`src/design/rpmp_pkg.sv`:
```
// Shared types and constants for the row prefix max pool unit.
// No dependencies.
package rpmp_pkg;

   localparam int POS_W      = 10;
   localparam int VAL_W      = 24;
   localparam int SAMPLE_W   = 16;
   localparam int QUEUE_DEPTH = 4;
   localparam int QUEUE_PTR_W = 2;

   localparam logic signed [VAL_W-1:0] GSUM_MAX = 24'sh7FFFFF;
   localparam logic signed [VAL_W-1:0] GSUM_MIN = 24'sh800000;

   typedef enum logic {
      MODE_FORWARD  = 1'b0,
      MODE_BACKWARD = 1'b1
   } mode_type;

   typedef struct packed {
      logic [POS_W-1:0]        position;
      logic signed [VAL_W-1:0] value;
      logic                    run_last;
      logic                    row_done;
   } rsp_item_type;

   // One queue entry: one or two results caused by a single input item.
   typedef struct packed {
      logic         two;
      rsp_item_type first;
      rsp_item_type second;
   } job_type;

   typedef struct packed {
      logic empty;
      logic full;
   } queue_status_type;

endpackage

```
`src/design/rpmp_front.sv`:
```
// Front end: accepts row elements, keeps the running max / argmax state and
// builds result jobs. Depends on rpmp_pkg.
module rpmp_front #(
   parameter int MAX_WIDTH = 1024
) (
   input  logic                  clock,
   input  logic                  reset,
   input  logic                  csr_valid,
   input  logic                  csr_mode,
   output logic                  csr_ready,
   input  logic                  accept,
   input  logic signed [15:0]    sample,
   input  logic signed [15:0]    grad,
   input  logic                  row_last,
   output logic                  job_valid,
   output rpmp_pkg::job_type     job
);
   import rpmp_pkg::*;

   localparam int COL_W = (MAX_WIDTH > 2) ? $clog2(MAX_WIDTH) : 1;
   localparam logic [COL_W-1:0] COL_TOP = COL_W'(MAX_WIDTH - 1);

   mode_type                    mode_ff, mode_in;
   logic signed [SAMPLE_W-1:0]  max_ff, max_in;
   logic [COL_W-1:0]            maxpos_ff, maxpos_in;
   logic signed [VAL_W-1:0]     gsum_ff, gsum_in;
   logic [COL_W-1:0]            col_ff, col_in;
   logic                        start_ff, start_in;

   logic                        moved;
   logic signed [VAL_W:0]       sum;
   logic signed [VAL_W-1:0]     sat;
   logic [COL_W+POS_W-1:0]      col_ext, maxpos_ext, oldpos_ext;
   rsp_item_type                move_item, end_item;

   assign csr_ready = 1'b1;

   always_comb begin
      sum = {gsum_ff[VAL_W-1], gsum_ff} + (VAL_W+1)'(grad);
      if (sum[VAL_W] != sum[VAL_W-1]) begin
         sat = sum[VAL_W] ? GSUM_MIN : GSUM_MAX;
      end else begin
         sat = sum[VAL_W-1:0];
      end
   end

   always_comb begin
      moved     = 1'b0;
      col_in    = col_ff;
      max_in    = max_ff;
      maxpos_in = maxpos_ff;
      gsum_in   = gsum_ff;
      if (start_ff) begin
         col_in    = '0;
         max_in    = sample;
         maxpos_in = '0;
         gsum_in   = VAL_W'(grad);
      end else begin
         if (col_ff < COL_TOP) begin
            col_in = col_ff + 1'b1;
         end
         if (sample > max_ff) begin
            moved     = 1'b1;
            max_in    = sample;
            maxpos_in = col_in;
            gsum_in   = VAL_W'(grad);
         end else begin
            gsum_in = sat;
         end
      end
   end

   assign col_ext    = {{POS_W{1'b0}}, col_in};
   assign maxpos_ext = {{POS_W{1'b0}}, maxpos_in};
   assign oldpos_ext = {{POS_W{1'b0}}, maxpos_ff};

   always_comb begin
      move_item.position = oldpos_ext[POS_W-1:0];
      move_item.value    = gsum_ff;
      move_item.run_last = ~row_last;
      move_item.row_done = 1'b0;

      end_item.position  = maxpos_ext[POS_W-1:0];
      end_item.value     = gsum_in;
      end_item.run_last  = 1'b1;
      end_item.row_done  = 1'b1;

      job.two    = 1'b0;
      job.first  = end_item;
      job.second = end_item;
      job_valid  = 1'b0;
      if (mode_ff == MODE_FORWARD) begin
         job.first.position = col_ext[POS_W-1:0];
         job.first.value    = VAL_W'(max_in);
         job.first.row_done = row_last;
         job_valid          = accept;
      end else if (moved) begin
         job.first = move_item;
         job.two   = row_last;
         job_valid = accept;
      end else begin
         job_valid = accept & row_last;
      end
   end

   always_comb begin
      mode_in = mode_ff;
      if (csr_valid) begin
         mode_in = mode_type'(csr_mode);
      end
      start_in = accept ? row_last : start_ff;
   end

   always_ff @(posedge clock) begin
      if (reset) begin
         mode_ff   <= MODE_FORWARD;
         start_ff  <= 1'b1;
         max_ff    <= '0;
         maxpos_ff <= '0;
         gsum_ff   <= '0;
         col_ff    <= '0;
      end else begin
         mode_ff  <= mode_in;
         start_ff <= start_in;
         if (accept) begin
            max_ff    <= max_in;
            maxpos_ff <= maxpos_in;
            gsum_ff   <= gsum_in;
            col_ff    <= col_in;
         end
      end
   end

endmodule

```
`src/design/rpmp_queue.sv`:
```
// Short job queue between front and back ends, flip-flop storage.
// Depends on rpmp_pkg.
module rpmp_queue (
   input  logic                       clock,
   input  logic                       reset,
   input  logic                       wr_en,
   input  rpmp_pkg::job_type          wr_data,
   input  logic                       rd_en,
   output rpmp_pkg::job_type          rd_data,
   output rpmp_pkg::queue_status_type status
);
   import rpmp_pkg::*;

   job_type                 mem_ff [QUEUE_DEPTH];
   logic [QUEUE_PTR_W-1:0]  wptr_ff, wptr_in;
   logic [QUEUE_PTR_W-1:0]  rptr_ff, rptr_in;
   logic [QUEUE_PTR_W:0]    count_ff, count_in;
   logic                    do_wr, do_rd;

   assign status.empty = (count_ff == '0);
   assign status.full  = (count_ff == (QUEUE_PTR_W+1)'(QUEUE_DEPTH));
   assign do_wr   = wr_en & ~status.full;
   assign do_rd   = rd_en & ~status.empty;
   assign rd_data = mem_ff[rptr_ff];

   always_comb begin
      wptr_in  = do_wr ? wptr_ff + 1'b1 : wptr_ff;
      rptr_in  = do_rd ? rptr_ff + 1'b1 : rptr_ff;
      count_in = count_ff;
      if (do_wr && !do_rd) begin
         count_in = count_ff + 1'b1;
      end else if (do_rd && !do_wr) begin
         count_in = count_ff - 1'b1;
      end
   end

   always_ff @(posedge clock) begin
      if (reset) begin
         wptr_ff  <= '0;
         rptr_ff  <= '0;
         count_ff <= '0;
      end else begin
         wptr_ff  <= wptr_in;
         rptr_ff  <= rptr_in;
         count_ff <= count_in;
      end
   end

   always_ff @(posedge clock) begin
      if (do_wr) begin
         mem_ff[wptr_ff] <= wr_data;
      end
   end

endmodule

```
`src/design/rpmp_back.sv`:
```
// Back end: splits queued jobs into single results and drives the result
// output register. Depends on rpmp_pkg.
module rpmp_back (
   input  logic                       clock,
   input  logic                       reset,
   input  rpmp_pkg::job_type          head,
   input  rpmp_pkg::queue_status_type q_status,
   output logic                       q_pop,
   input  logic                       rsp_pop,
   output logic                       rsp_empty,
   output logic [9:0]                 rsp_position,
   output logic signed [23:0]         rsp_value,
   output logic                       rsp_run_last,
   output logic                       rsp_row_done
);
   import rpmp_pkg::*;

   logic         valid_ff, valid_in;
   logic         phase_ff, phase_in;
   rsp_item_type item_ff, item_in;
   logic         load;

   assign load = ~valid_ff | rsp_pop;

   always_comb begin
      valid_in = valid_ff & ~rsp_pop;
      phase_in = phase_ff;
      item_in  = item_ff;
      q_pop    = 1'b0;
      if (load && !q_status.empty) begin
         valid_in = 1'b1;
         if (head.two && !phase_ff) begin
            item_in  = head.first;
            phase_in = 1'b1;
         end else begin
            item_in  = phase_ff ? head.second : head.first;
            phase_in = 1'b0;
            q_pop    = 1'b1;
         end
      end
   end

   always_ff @(posedge clock) begin
      if (reset) begin
         valid_ff <= 1'b0;
         phase_ff <= 1'b0;
      end else begin
         valid_ff <= valid_in;
         phase_ff <= phase_in;
      end
      item_ff <= item_in;
   end

   assign rsp_empty    = ~valid_ff;
   assign rsp_position = item_ff.position;
   assign rsp_value    = item_ff.value;
   assign rsp_run_last = item_ff.run_last;
   assign rsp_row_done = item_ff.row_done;

endmodule

```
`src/design/row_prefix_max_pool_unit.sv`:
```
// Top level of the row prefix max pool (right corner pool) unit.
// Depends on rpmp_pkg, rpmp_front, rpmp_queue, rpmp_back.
//
// Row elements (Q8.8) enter one per cycle while req_full is low; the front end
// updates the running max / argmax state in the transfer cycle and queues the
// results that element causes in a 4-entry job queue. Forward mode (mode 0)
// gives one running-max result per element; backward mode (mode 1) gives sparse
// position/gradient-sum results when the argmax moves and at row end. The back
// end drains one result per cycle into the output register unless a held result
// waits for rsp_pop; results pass the job queue and the output register in turn,
// two results of one element leave in order; req_full rises at four queued jobs.
// csr_mode may be written only while the unit is idle; csr_ready is always high.
module row_prefix_max_pool_unit #(
   parameter int MAX_WIDTH = 1024
) (
   input  logic                clock,
   input  logic                reset,
   input  logic                csr_valid,
   output logic                csr_ready,
   input  logic                csr_mode,
   input  logic                req_push,
   output logic                req_full,
   input  logic signed [15:0]  req_sample,
   input  logic signed [15:0]  req_grad,
   input  logic                req_row_last,
   output logic                rsp_empty,
   input  logic                rsp_pop,
   output logic [9:0]          rsp_position,
   output logic signed [23:0]  rsp_value,
   output logic                rsp_run_last,
   output logic                rsp_row_done
);
   import rpmp_pkg::*;

   logic             accept;
   logic             job_valid;
   job_type          job;
   job_type          head;
   logic             q_pop;
   queue_status_type q_status;

   assign req_full = q_status.full;
   assign accept   = req_push & ~q_status.full;

   rpmp_front #(
      .MAX_WIDTH (MAX_WIDTH)
   ) u_front (
      .clock     (clock),
      .reset     (reset),
      .csr_valid (csr_valid),
      .csr_mode  (csr_mode),
      .csr_ready (csr_ready),
      .accept    (accept),
      .sample    (req_sample),
      .grad      (req_grad),
      .row_last  (req_row_last),
      .job_valid (job_valid),
      .job       (job)
   );

   rpmp_queue u_queue (
      .clock   (clock),
      .reset   (reset),
      .wr_en   (job_valid),
      .wr_data (job),
      .rd_en   (q_pop),
      .rd_data (head),
      .status  (q_status)
   );

   rpmp_back u_back (
      .clock        (clock),
      .reset        (reset),
      .head         (head),
      .q_status     (q_status),
      .q_pop        (q_pop),
      .rsp_pop      (rsp_pop),
      .rsp_empty    (rsp_empty),
      .rsp_position (rsp_position),
      .rsp_value    (rsp_value),
      .rsp_run_last (rsp_run_last),
      .rsp_row_done (rsp_row_done)
   );

endmodule

```
`config.mk`:
```
export PLATFORM = sky130hd
export DESIGN_NAME = row_prefix_max_pool_unit
export DESIGN_NICKNAME = d
export VERILOG_FILES = /design/src/design/rpmp_pkg.sv /design/src/design/rpmp_front.sv /design/src/design/rpmp_queue.sv /design/src/design/rpmp_back.sv /design/src/design/row_prefix_max_pool_unit.sv
export SDC_FILE = /design/constraint.sdc
export NUM_CORES = 1
export LEC_CHECK = 0
export ABC_AREA = 1
export BUFFER_PORTS_ARGS = -buffer_cell sky130_fd_sc_hd__clkbuf_2
export CAP_MARGIN = 20
export CORE_UTILIZATION = 62
export DETAILED_ROUTE_END_ITERATION = 7
export PLACE_DENSITY = 0.8
export REMOVE_ABC_BUFFERS = 1
export SLEW_MARGIN = 30
export SYNTH_ARGS = -nofsm -noshare
export SYNTH_HDL_FRONTEND = slang
export SYNTH_SLANG_ARGS = --single-unit
export TNS_END_PERCENT = 1
```
`constraint.sdc`:
```
create_clock -name clock -period 6.5 [get_ports clock]
set_input_delay 0 -clock clock [delete_from_list [all_inputs] [get_ports clock]]
set_output_delay 0 -clock clock [all_outputs]
set_load 0.02 [all_outputs]
```
# ---- Yosys cells after proc, flatten, opt, wreduce, memory -nomap -nowiden
# Memories as Yosys holds them, arrays and structs flattened. A register that Yosys moved wholly into a read port is not among the register bits.
# Cells that the tools add are included.
dict set report totals {
  inputBits 39
  memories 1
  mem_bits_rw 284
  ff_bits 107
  out_inout_bits 39
}
dict set report classes {
  n_bitwise 11
  eq_ne 2
  n_reduce_logical 10
  add_sub_neg 6
  n_lt_le_gt_ge 2
  muxes 31
}
# name words width rd rd_clocked_by_memory_dff wr line_no
set mem_list {}
lappend mem_list {u_queue.mem_ff 4 71 1 1 1 rpmp_queue.sv:14} ;# job_type mem_ff [QUEUE_DEPTH];
# op n
set op_table {}
lappend op_table {{$mux W24} 4}
lappend op_table {{$mux W36} 2}
lappend op_table {{$mux W10} 4}
lappend op_table {{$mux W37} 1}
lappend op_table {{$mux W34} 1}
lappend op_table {{$mux W16} 2}
lappend op_table {{$add A24 B16 Y25} 1}
lappend op_table {{$gt A16 B16 Y1} 1}
lappend op_table {{$mux W1} 13}
lappend op_table {{$add A10 B1 Y10 const B} 1}
lappend op_table {{$lt A10 B10 Y1 const B} 1}
lappend op_table {{$mux W3} 2}
lappend op_table {{$and A1 B1 Y1} 5}
lappend op_table {{$not A1 Y1} 5}
lappend op_table {{$add A2 B1 Y2 const B} 2}
lappend op_table {{$logic_and A1 B1 Y1} 4}
lappend op_table {{$logic_not A1 Y1} 4}
lappend op_table {{$mux W2} 2}
lappend op_table {{$add A3 B1 Y3 const B} 1}
lappend op_table {{$eq A3 B3 Y1 const B} 1}
lappend op_table {{$logic_not A3 Y1} 1}
lappend op_table {{$sub A3 B1 Y3 const B} 1}
lappend op_table {{$reduce_bool A2 Y1} 1}
lappend op_table {{$ne A1 B1 Y1} 1}
lappend op_table {{$or A1 B1 Y1} 1}

# ---- Logic depth before layout (Yosys ltp)
# Gate-level depths: netlist (run 1).
dict set report depth {
  ltp_word 11
  depth_mapped 23
  ltp_nobuf 23
}

# ---- Cells and area by module
# A second synthesis (run 1) with hierarchy kept.
dict set report unflattened {
  cells_unflattened 2091
  area_unflattened_um2 19500.0
}
# module area_each_um2 instances cells_each seq_area_each_um2
set by_module_without_submodules {}
lappend by_module_without_submodules {rpmp_queue 11323.4 1 776 8948.6}
lappend by_module_without_submodules {rpmp_front 6512.5 1 1145 1241.2}
lappend by_module_without_submodules {rpmp_back 1654.1 1 168 1121.1}
lappend by_module_without_submodules {row_prefix_max_pool_unit 10.0 1 2 0.0}

# ---- Worst setup path after synthesis (run 1)
# No wires, ideal clock.
dict set report synth_timing {
  kind {register to register}
  startpoint {register u_front.max_ff[15]}
  endpoint {memory u_queue.mem_ff[0][0] (netlist name) (enable)}
  path_slack_ns 1.424
  arrival_ns 4.575
  stages_incl_launch_ff 12
  path_buffers 0
  setup_ns 0.500
  path_cell_list {dfxtp_1 > inv_1 > ha_1 > a21oi_1 > o21ai_0 > a21oi_1 > nand2_1 > nand2_1 > nand4_2 > nand3_1 > nand2_2 > nor2_1}
}
dict set report synth_via {
  elab_chain_cells 8
}
# item line_no
set synth_lines {}
lappend synth_lines {{start: declaration} rpmp_front.sv:24} ;# logic signed [SAMPLE_W-1:0] max_ff, max_in;
lappend synth_lines {{start signal: assignment} rpmp_front.sv:126} ;# max_ff <= max_in;
lappend synth_lines {{$gt A16 B16 Y1} rpmp_front.sv:62} ;# if (sample > max_ff) begin
lappend synth_lines {{$mux W1} rpmp_front.sv:62}
lappend synth_lines {{$mux W1} rpmp_front.sv:53} ;# if (start_ff) begin
lappend synth_lines {{$mux W1} rpmp_front.sv:97} ;# end else if (moved) begin
lappend synth_lines {{$mux W1} rpmp_front.sv:92} ;# if (mode_ff == MODE_FORWARD) begin
lappend synth_lines {{$and A1 B1 Y1} rpmp_queue.sv:22} ;# assign do_wr = wr_en & ~status.full;
lappend synth_lines {{$mux W1} rpmp_queue.sv:50} ;# if (do_wr) begin
lappend synth_lines {{$mux W1 (not written as such)} rpmp_queue.sv:51} ;# mem_ff[wptr_ff] <= wr_data;
lappend synth_lines {{end: declaration} rpmp_queue.sv:14}
# Every way passes these cells.

==> impl_metrics.toml, run 1 <==
[outcome]
status = "finished, final reports clean"

[logic_synthesis]
synth_edf_count = 320
seq_area_frac_synth = 0.593
synthFlopType = "edfxtp_1"
netlist_instances = 1963
synthArstFlopShare = 0
ys_warn_count = 0
synth_area_um2 = 18700
ys_seq_elements = 393
synth_area_per_cell_um2 = 9.51
synth.distinct_cells = 44

[sta]
tightest_slew_ns = 0.939
hold_viol_final = 0
relSlewSlack = 0.374
setup_slack_ns = 2.56
min_period_over_period = 0.607
clock.fmax_mhz = 254
drv_slew = 0
period_minus_slack_ns = 3.94
fin_skew_ns = 0.0248
setup_tns_ns = 0
rsz0062_at_grt = "no"
setup_viol = 0

[power_and_ir_drop]
power.total_mw = 8.28
powerDensity_nw_per_um2 = 395
ir_drop_uv = 278
total_leakage_power_nw = 8.58

[clock_tree]
htreeDepth = 2
clk_latency_ns = 0.55
cts_inserted_buffers = 40
cts_tree = "built"
cts_root_buf = "clkbuf_16"
path_clk_slew_ns = 0.06
clk_path_buf_depth = 3
cts_post_setup_buffers_inserted = 0
cts_sinks = 393

[place]
place_area_um2 = 19300
place_hpwl_um = 26600
place.gp.congestion = 0.963
portBuffers = 76
pre_cts_ws_ns = 2.72

[route]
wl_per_cell_um = 18.2
drc = 0
viasPerCell = 5.82
routed_wl_um = 44900
drtAntennaViolNets = 0
dr.first_iter.drc_count = 1486
first_pass_iters = 6
num_vias = 14300

[critical_path]
start_kind = "flop"
worstSetupEndpointType = "flop"
critPathKind = "flop to flop"
path_cells = "ha_1 -> nand2_1 -> nor2_1 -> nand2_1 -> nor2_1 -> nand2_1 -> nand3_1 -> a21oi_1 -> o21bai_1 -> xor2_1 -> inv_1 -> ha_1 -> inv_1 -> nand3_1 -> nand2_1 -> nand2_1 -> nand2_4 -> nand2_1 -> nand3_1"
slowest_delay_ns = 0.61
path_common_cell = "nand2_1"
cp.arrival_ns = 4.33
crit_fanout = 20
required_ns = 6.88
crit_slowest_cell = "inv_1"

[layout]
nets = 2127
layout-drive-gt1-share = 0.114
final_common_cell = "nor2_1"
antennaDiodeCount = 0
final_cell_mix = "nor2_1, edfxtp_1, nand2_1"
area_delta_synth_final_pct = 12.2
final_cell_area_um2 = 21000
nFillCells = 2180

[die]
dieArea_um2 = 30800
die_h_um = 176
die_width_um = 176
placementRows = 63
initial_core_util = 0.630
core_um2 = 29600
pin_count = 78

[grt]
grt_pass1_wl_um = 71000
grt_use_total = 0.297
grt_pass1_vias = 13800
antenna_found_initial = 2
grt_start_max_net_pins = 88
grt_overflow = 0

[job]
maxCapViolCount = 0

[hold_path]
min_path_type = "input port to flop"
registers in the layout, indices dropped and copies added, names as in the netlist, 2 cells and up, named ones only:
signal	flops
u_front.maxpos_ff	10
u_front.gsum_ff	24
u_back.rsp_value	24
u_queue.wptr_ff	2
u_front.max_ff	16
u_queue.count_ff	3
u_queue.rptr_ff	2
u_back.rsp_position	10
u_front.col_ff	10
u_queue.mem_ff	284
critical path, delay by kind of cell (launching register included):
kind	cells	cell delay, ns
xor gates and xnor gates	1	0.28
buffers and inverters	2	0.69
and+or+nand+nor	12	1.47
AOI/OAI and AO/OA	2	0.25
adders and majority gates	2	0.75
DFF	1	0.33
Yosys cell counts (7+ instances only):
master,n,share of area
a21oi_1,102,0.027
a31oi_1,34,0.011
buf_2,8,0.0021
clkbuf_1,73,0.015
dfxtp_1,73,0.078
edfxtp_1,320,0.51
ha_1,48,0.032
inv_1,200,0.040
inv_2,7,0.0014
nand2_1,306,0.061
nand2_2,21,0.0070
nand2_4,8,0.0048
nand3_1,82,0.022
nand3_2,17,0.0091
nand4_1,10,0.0033
nor2_1,329,0.066
o21ai_0,202,0.054
o21ai_1,17,0.0046
o21ai_2,14,0.0066
o22ai_1,34,0.011
xor2_1,8,0.0038
per-stage QoR:
| stage | util | hold WS (ns) | instances |
|---|---|---|---|
| finish | 0.707 | 0.0481 | 2460 |
| detailed placement | 0.652 | 0.237 | 2351 |
| floorplan | - | 0.0691 | 1868 |
| global route | 0.707 | 0.0624 | 2460 |
| CTS | 0.707 | 0.0213 | 2460 |
| global placement | 0.650 | 0.230 | 2349 |
report_power, final:
group	internal, mW	total, mW	switching, mW
clock network	1.29	2.23	0.937
registers	3.27	3.44	0.167
logic	0.758	2.61	1.85
final timing paths:
path                                                  startpoint                         endpoint  slack [ns]  cells past startpoint
worst min register to register   u_queue.rptr_ff[1]$_SDFFE_PP0P_                             flop        0.49                      2
worst min-delay path                                       reset   u_front.col_ff[5]$_SDFFE_PP0P_        0.05                      3
worst max register to register  u_front.gsum_ff[10]$_SDFFE_PP0P_  u_queue.mem_ff[1][57]$_DFFE_PP_        2.56                     19
worst max-delay path            u_front.gsum_ff[10]$_SDFFE_PP0P_  u_queue.mem_ff[1][57]$_DFFE_PP_        2.56                     19
final cells by class:
class	instances	area [µm²]	area share
Timing Repair Buffer	128	918	0.0438
Tap cell	390	488	0.0233
Sequential cell	393	11100	0.529
Clock buffer	55	1080	0.0514
Clock inverter	19	200	0.00955
Inverter	208	782	0.0373
Multi-Input combinational cell	1267	6410	0.306
cell families after synthesis:
kind of cell | count (synthesis) | share of synthesized area
AND/OR/NAND/NOR | 797 | 0.184
XOR/XNOR | 9 | 0.00422
buffers and inverters | 303 | 0.0664
AO/OA/AOI/OAI | 410 | 0.118
adder cells (fa/ha/maj) | 50 | 0.0343
other | 1 | 0.000201
flip-flops | 393 | 0.593
routing by layer:
metal | vias to the layer above | share of wire | track usage
met5 | - | 0.00051 | 0
li1 | 6814 | - | -
met2 | 660 | 0.46 | 0.476
met1 | 6735 | 0.41 | 0.393
met4 | 4 | 0.029 | 0.123
met3 | 116 | 0.093 | 0.0636
what timing repair did:
action,CTS,global route
endpoints found under the hold margin,49,0
resized for setup,0,0
hold buffers,35,0
setup endpoints to repair,0,0
Power figures use the tool's default switching activity.
==> inputs of run 2 (changes only) <==
--- a/config.mk
+++ b/config.mk
@@ -5,12 +5,12 @@
 export SDC_FILE = /design/constraint.sdc
 export NUM_CORES = 1
 export LEC_CHECK = 0
-export ABC_AREA = 1
+export ABC_AREA = 0
 export BUFFER_PORTS_ARGS = -buffer_cell sky130_fd_sc_hd__clkbuf_2
 export CAP_MARGIN = 20
-export CORE_UTILIZATION = 62
+export CORE_UTILIZATION = 56
 export DETAILED_ROUTE_END_ITERATION = 7
-export PLACE_DENSITY = 0.8
+export PLACE_DENSITY = 0.76
 export REMOVE_ABC_BUFFERS = 1
 export SLEW_MARGIN = 30
 export SYNTH_ARGS = -nofsm -noshare
==> constraint.sdc (replaced) <==
create_clock -name clock -period 3.6 [get_ports clock]
set_input_delay 0 -clock clock [delete_from_list [all_inputs] [get_ports clock]]
set_output_delay 0 -clock clock [all_outputs]
set_load 0.02 [all_outputs]
==> impl_metrics.toml, run 2 <==
[outcome]
status = "finished with violations"
violations = "negative setup slack"

[grt]
grt_start_max_net_pins = 71
grt_pass1_wl_um = 66100
antenna_found_initial = 0
grt_use_total = 0.264
grt_pass1_vias = 12000
grt_overflow = 0

[power_and_ir_drop]
p_clk_frac = 0.277
p_switching_mw = 4.66
p_sw_frac = 0.316
ir_drop_uv = 571
power.total_mw = 14.7
p_int_mw = 10.1
comb_power_share = 0.311
powerDensity_nw_per_um2 = 677
total_leakage_power_nw = 8.07
p_seq_frac = 0.412

[sta]
setup_slack_ns = -0.375
setup_tns_ns = -44.12
rsz0062_at_grt = "yes"
clock.fmax_mhz = 252
period_minus_slack_ns = 3.98
drv_slew = 0
tightest_slew_ns = 0.885
setup_viol = 208
hold_viol_final = 0
min_period_over_period = 1.10
relSlewSlack = 0.410
fin_skew_ns = 0.0180

[route]
viasPerCell = 6.09
drtAntennaViolNets = 0
drc = 0
wl_per_cell_um = 21.9
num_vias = 12000
first_pass_iters = 6
dr.first_iter.drc_count = 1093
routed_wl_um = 43100

[logic_synthesis]
ys_seq_elements = 393
synthArstFlopShare = 0
synth_area_per_cell_um2 = 13.5
synth.distinct_cells = 66
synth_edf_count = 320
synth_area_um2 = 17800
synth_top_area_cell = "edfxtp_1"
synth_most_common_cell = "edfxtp_1"
synthFlopType = "edfxtp_1"
ys_warn_count = 0
synthTopCellsByArea = "edfxtp_1, mux4_2, dfxtp_1, nand2_1, ha_1"
synth_top_area_share = 0.541
synth_common_cells = "edfxtp_1, nand2_1, nor2_1, a21oi_1, dfxtp_1"
netlist_instances = 1319
seq_area_frac_synth = 0.624

[place]
place_hpwl_um = 25100
place.gp.congestion = 0.891
pre_cts_ws_ns = -0.603
portBuffers = 76
place_inst = 1855

[critical_path]
critPathKind = "flop to flop"
worstSetupEndpointType = "flop"
cp.arrival_ns = 4.31
start_kind = "flop"
required_ns = 3.94
r2r_cells = 18
crit_fanout = 8

[job]
maxCapViolCount = 0

[clock_tree]
clk_path_buf_depth = 3
clk_latency_ns = 0.55
cts_sinks = 393
cts_inserted_buffers = 41
htreeDepth = 2
cts_root_buf = "clkbuf_16"
path_clk_slew_ns = 0.06
cts_tree = "built"

[die]
dieArea_um2 = 32400
initial_core_util = 0.574
die_h_um = 180
placementRows = 64
pin_count = 78
die_width_um = 180
core_um2 = 30900

[layout]
layout.cells.non_filler = 1968
nFillCells = 2025
final_common_cell = "edfxtp_1"
antennaDiodeCount = 0
layout-drive-gt1-share = 0.288
nets = 1629
largest_register = "u_queue.mem_ff"
area_delta_synth_final_pct = 22.4
largest_reg_flops = 284
final_cell_mix = "edfxtp_1, nand2_1, buf_4"

[hold_path]
holdPathStages = 4
min_path_type = "input port to flop"
==> run 2: cell count changes after synthesis, sizes merged, moves of 15 or more <==
cell	previous run	this run
inv	207	29
nand3	100	22
nand2b	0	18
mux2i	0	42
a21o	1	16
o21ai	233	30
nor2	332	107
o22ai	34	0
nor3	8	28
nand2	335	169
mux4	0	71
xnor2	1	19
clkbuf	73	47
==> run 2: final cells by class <==
| type | instances | area, µm² | area share |
|---|---|---|---|
| sequential | 393 | 11100 | 0.510 |
| multi-input combinational | 826 | 6820 | 0.314 |
| timing repair buffer | 248 | 1930 | 0.0889 |
| clock buffer | 57 | 1130 | 0.0519 |
| tap | 396 | 495 | 0.0228 |
| clock inverter | 18 | 165 | 0.00760 |
| inverter | 30 | 115 | 0.00529 |
==> run 2: final timing paths <==
path,startpoint,end,slack [ns]
worst max-delay path,u_front.gsum_ff[1]$_SDFFE_PP0P_,u_queue.mem_ff[1][40]$_DFFE_PP_,-0.38
worst max register to register,u_front.gsum_ff[1]$_SDFFE_PP0P_,u_queue.mem_ff[1][40]$_DFFE_PP_,-0.38
worst min register to register,u_back.valid_ff$_SDFF_PP0_,u_back.valid_ff$_SDFF_PP0_,0.48
worst min-delay path,req_grad[8],u_queue.mem_ff[1][8]$_DFFE_PP_,0.04
==> run 2: power groups by stage <==
stage	sequential, mW	clock [mW]	combinational, mW
4_1_cts	6.06	4.13	4.43
2_1_floorplan	6.61	0	2.33
5_1_grt	6.11	4.29	4.94
3_5_place_dp	6.14	0	4.28
6_report	6.06	4.08	4.58
3_3_place_gp	6.11	0	4.19
==> run 2: cell families after synthesis <==
group,after synthesis,share of synthesized area
adder cells (fa/ha/maj),50,0.0361
AND/OR/NAND/NOR,397,0.0988
AO/OA/AOI/OAI,235,0.0905
other,1,0.000211
XOR/XNOR,29,0.0143
flip-flops,393,0.624
buffers and inverters,101,0.0228
multiplexers,113,0.114
==> run 2: through the flow <==
| stage | hold WS (ns) | area [µm²] | utilization |
|---|---|---|---|
| after floorplan | 0.0689 | 17500 | - |
| after global placement | 0.234 | 19500 | 0.632 |
| after detailed placement | 0.252 | 19500 | 0.632 |
| after CTS | 0.0178 | 21300 | 0.691 |
| after global routing | 0.0638 | 21700 | 0.703 |
| final | 0.0443 | 21700 | 0.703 |
==> run 2: repair_timing <==
item                       in CTS  in global routing
cloned                          0                  2
hold endpoints to repair       50                  4
setup buffers                   1                 10
resized for setup              54                 49
setup endpoints to repair     208                208
hold buffers                   24                  1
pin swaps                       6                 25
==> run 2: per-layer routing <==
layer	part of all wire	GRT usage
met2	0.48	0.440
met5	0	0
met1	0.41	0.356
met4	0.034	0.0944
met3	0.068	0.0374
==> run 2: worst max-delay path: stages, from the launching register on <==
cell       delay [ns]
dfxtp_2          0.34
buf_4            0.15
fa_2             0.37
a211o_1          0.29
a211o_1          0.36
a31oi_4          0.17
o31a_4           0.16
o31ai_4          0.07
nand2_1          0.09
nand3_1          0.07
nand2_1          0.11
ha_1             0.17
nand3_1          0.09
or3_4            0.36
a2bb2oi_4        0.19
buf_12           0.18
a31oi_4          0.17
mux2i_1          0.11
mux2i_1          0.30
==> inputs of run 3 (changes only) <==
--- a/config.mk
+++ b/config.mk
@@ -6,8 +6,10 @@
 export NUM_CORES = 1
 export LEC_CHECK = 0
 export ABC_AREA = 0
+export ABC_CLOCK_PERIOD_IN_PS = 3600
 export BUFFER_PORTS_ARGS = -buffer_cell sky130_fd_sc_hd__clkbuf_2
 export CAP_MARGIN = 20
+export CORE_ASPECT_RATIO = 0.7
 export CORE_UTILIZATION = 56
 export DETAILED_ROUTE_END_ITERATION = 7
 export PLACE_DENSITY = 0.76
@@ -15,5 +17,6 @@
 export SLEW_MARGIN = 30
 export SYNTH_ARGS = -nofsm -noshare
 export SYNTH_HDL_FRONTEND = slang
+export SYNTH_HIERARCHICAL = 1
 export SYNTH_SLANG_ARGS = --single-unit
 export TNS_END_PERCENT = 1
==> impl_metrics.toml, run 3 <==
[outcome]
status = "finished with violations"
violations = "design-rule violations"

[hold_path]
min_path_type = "input port to flop"
worstHoldStart = "reset"

[route]
dr.first_iter.drc_count = 991
num_vias = 11500
wl_met2_um = 18800
routed_wl_um = 41500
wl_met1_um = 18900
top_layer_used = "met4"
drtAntennaViolNets = 0
wl_per_cell_um = 22.0
drc = 8
viasPerCell = 6.12
dr_wl_met3_um = 2990
first_pass_iters = 7

[clock_tree]
clk_latency_ns = 0.55
clk_path_buf_depth = 3
cts_inserted_buffers = 39
cts_sinks = 401
path_clk_slew_ns = 0.06
htreeDepth = 2
cts_root_buf = "clkbuf_16"
cts_tree = "built"

[logic_synthesis]
ys_seq_elements = 401
synth_area_per_cell_um2 = 14.7
synth.distinct_cells = 89
synth_edf_count = 328
synth_common_cells = "edfxtp_1, nor2_1, dfxtp_1, mux4_2, nand2_1"
synthFlopType = "edfxtp_1"
netlist_instances = 1272
seq_area_frac_synth = 0.606
synth_area_um2 = 18700
ys_warn_count = 6
synth_top_area_share = 0.528
synthTopCellsByArea = "edfxtp_1, mux4_2, dfxtp_1, ha_1, mux2i_1"
synth_top_area_cell = "edfxtp_1"
synth_most_common_cell = "edfxtp_1"
synthArstFlopShare = 0

[power_and_ir_drop]
power.total_mw = 14.9
ir_drop_uv = 430
total_leakage_power_nw = 7.90
powerDensity_nw_per_um2 = 688

[layout]
nets = 1515
largest_register = "u_queue/mem_ff"
final_common_cell = "edfxtp_1"
layout-drive-gt1-share = 0.269
area_delta_synth_final_pct = 16.0
final_cell_mix = "edfxtp_1, nor2_1, clkbuf_2"
largest_reg_flops = 292
postLayoutCoreUtil = 0.665
nFillCells = 2224
final_cell_area_um2 = 21600
layout.cells.non_filler = 1886

[critical_path]
r2r_cells = 20
cp-startpoint = "u_front/max_ff[10]$_SDFFE_PP0P_"
worstSetupEndpointType = "flop"
start_kind = "flop"
reg2reg_to = "u_queue/count_ff[2]$_SDFFE_PP0P_"
setup.worst_path.end = "u_queue/count_ff[2]$_SDFFE_PP0P_"
cp.arrival_ns = 4.03
required_ns = 4.06
critPathKind = "flop to flop"
crit_fanout = 2
regToRegStartpoint = "u_front/max_ff[10]$_SDFFE_PP0P_"
r2r_slack_ns = 0.03

[sta]
setup_viol = 0
tightest_slew_ns = 0.857
hold_viol_final = 0
min_period_over_period = 0.992
drv_slew = 0
clock.fmax_mhz = 280
fin_skew_ns = 0.0242
whs_ns = 0.0377
relSlewSlack = 0.421
period_minus_slack_ns = 3.57
rsz0062_at_grt = "yes"

[die]
placementRows = 55
die_width_um = 220
pin_count = 78
initial_core_util = 0.573
dieArea_um2 = 34100
die_h_um = 155
core_um2 = 32600

[grt]
grt_start_max_net_pins = 73
antenna_found_initial = 2
grt_overflow = 0
grt_use_total = 0.251
grt_pass1_wl_um = 65100
grt_pass1_vias = 11500

[place]
place_area_um2 = 19800
place_hpwl_um = 26000
place.gp.congestion = 0.917
place_inst = 1778
portBuffers = 76

[job]
maxCapViolCount = 0
==> run 3: changes by cell type after synthesis, moves of 15 or more <==
cell,change
a221oi_1,+20
a21oi_1,-25
a31oi_1,-15
nand2_1,-105
mux2_2,+19
clkbuf_1,-19
inv_1,+26
mux2_4,+19
==> run 3: critical path: stages (launching register included) <==
cell and delay, ns:
dfxtp_2 0.33, inv_1 0.04, ha_1 0.28, and3_1 0.20
buf_4 0.13, nand4_1 0.13, buf_4 0.12, buf_4 0.09
buf_4 0.09, nor2_1 0.06, nor4_4 0.28, nor2_1 0.12
a21oi_1 0.15, inv_1 0.09, nor2_2 0.12, ha_2 0.19
inv_1 0.05, fa_1 0.37, xor2_1 0.18, or3_1 0.33
a21oi_2 0.14
==> run 3: cells by family after synthesis <==
logic type	after synthesis	synth area share
adders and majority gates	48	0.0330
buffers and inverters	126	0.0372
xor gates and xnor gates	29	0.0136
AOI/OAI and AO/OA	229	0.0967
muxes	158	0.140
DFF	401	0.606
other	1	0.000201
and+or+nand+nor	280	0.0726
==> run 3: power breakdown <==
group	internal (mW)	total (mW)	switching, mW
Combinational	1.93	4.42	2.49
Sequential	6.04	6.31	0.265
Clock	2.40	4.16	1.75
Total	10.4	14.9	4.51
==> run 3: cell type report <==
| class | count | area [µm²] | share of cell area |
|---|---|---|---|
| antenna | 2 | 5.00 | 0.000231 |
| clock buffer | 43 | 1010 | 0.0467 |
| clock inverter | 27 | 294 | 0.0136 |
| inverter | 55 | 206 | 0.00954 |
| multi-input combinational | 747 | 6840 | 0.316 |
| sequential | 401 | 11300 | 0.523 |
| tap | 427 | 534 | 0.0247 |
| timing repair buffer | 184 | 1430 | 0.0659 |
==> run 3: how the worst min path moves through the flow <==
stage	cells past startpoint	endpoint
after CTS	4	u_queue/mem_ff[3][15]$_DFFE_PP_
final	2	u_front/col_ff[4]$_SDFFE_PP0P_
after floorplan	1	u_front/gsum_ff[14]$_SDFFE_PP0P_
after detailed placement	3	u_front/mode_ff$_SDFFE_PP0P_
after global routing	4	u_queue/mem_ff[1][11]$_DFFE_PP_
after global placement	3	u_front/max_ff[3]$_SDFFE_PP0P_
==> run 3: what timing repair did <==
action / 4_1_cts / 5_1_grt
setup buffers: 5 / 0
gates resized for setup: 12 / 17
endpoints found under the setup margin: 1 / 78
cloned: 0 / 0
pin swaps: 7 / 2
hold buffers: 31 / 0
hold endpoints to repair: 74 / 0
==> run 3: per-layer routing <==
layer | global-route usage | vias up
met3 | 0.0407 | 49
met2 | 0.377 | 453
met1 | 0.381 | 5784
met5 | 0 | -
met4 | 0.0608 | 0
li1 | - | 5248
==> run 3: through the flow <==
| step | worst slack [ns] | setup TNS, ns |
|---|---|---|
| after detailed placement | -0.176 | -0.176 |
| final | 0.0289 | 0 |
| after global routing | -0.162 | -0.490 |
| after CTS | 0.00432 | 0 |
| after global placement | -0.0377 | -0.0377 |
| after floorplan | -1.66 | -549.35 |
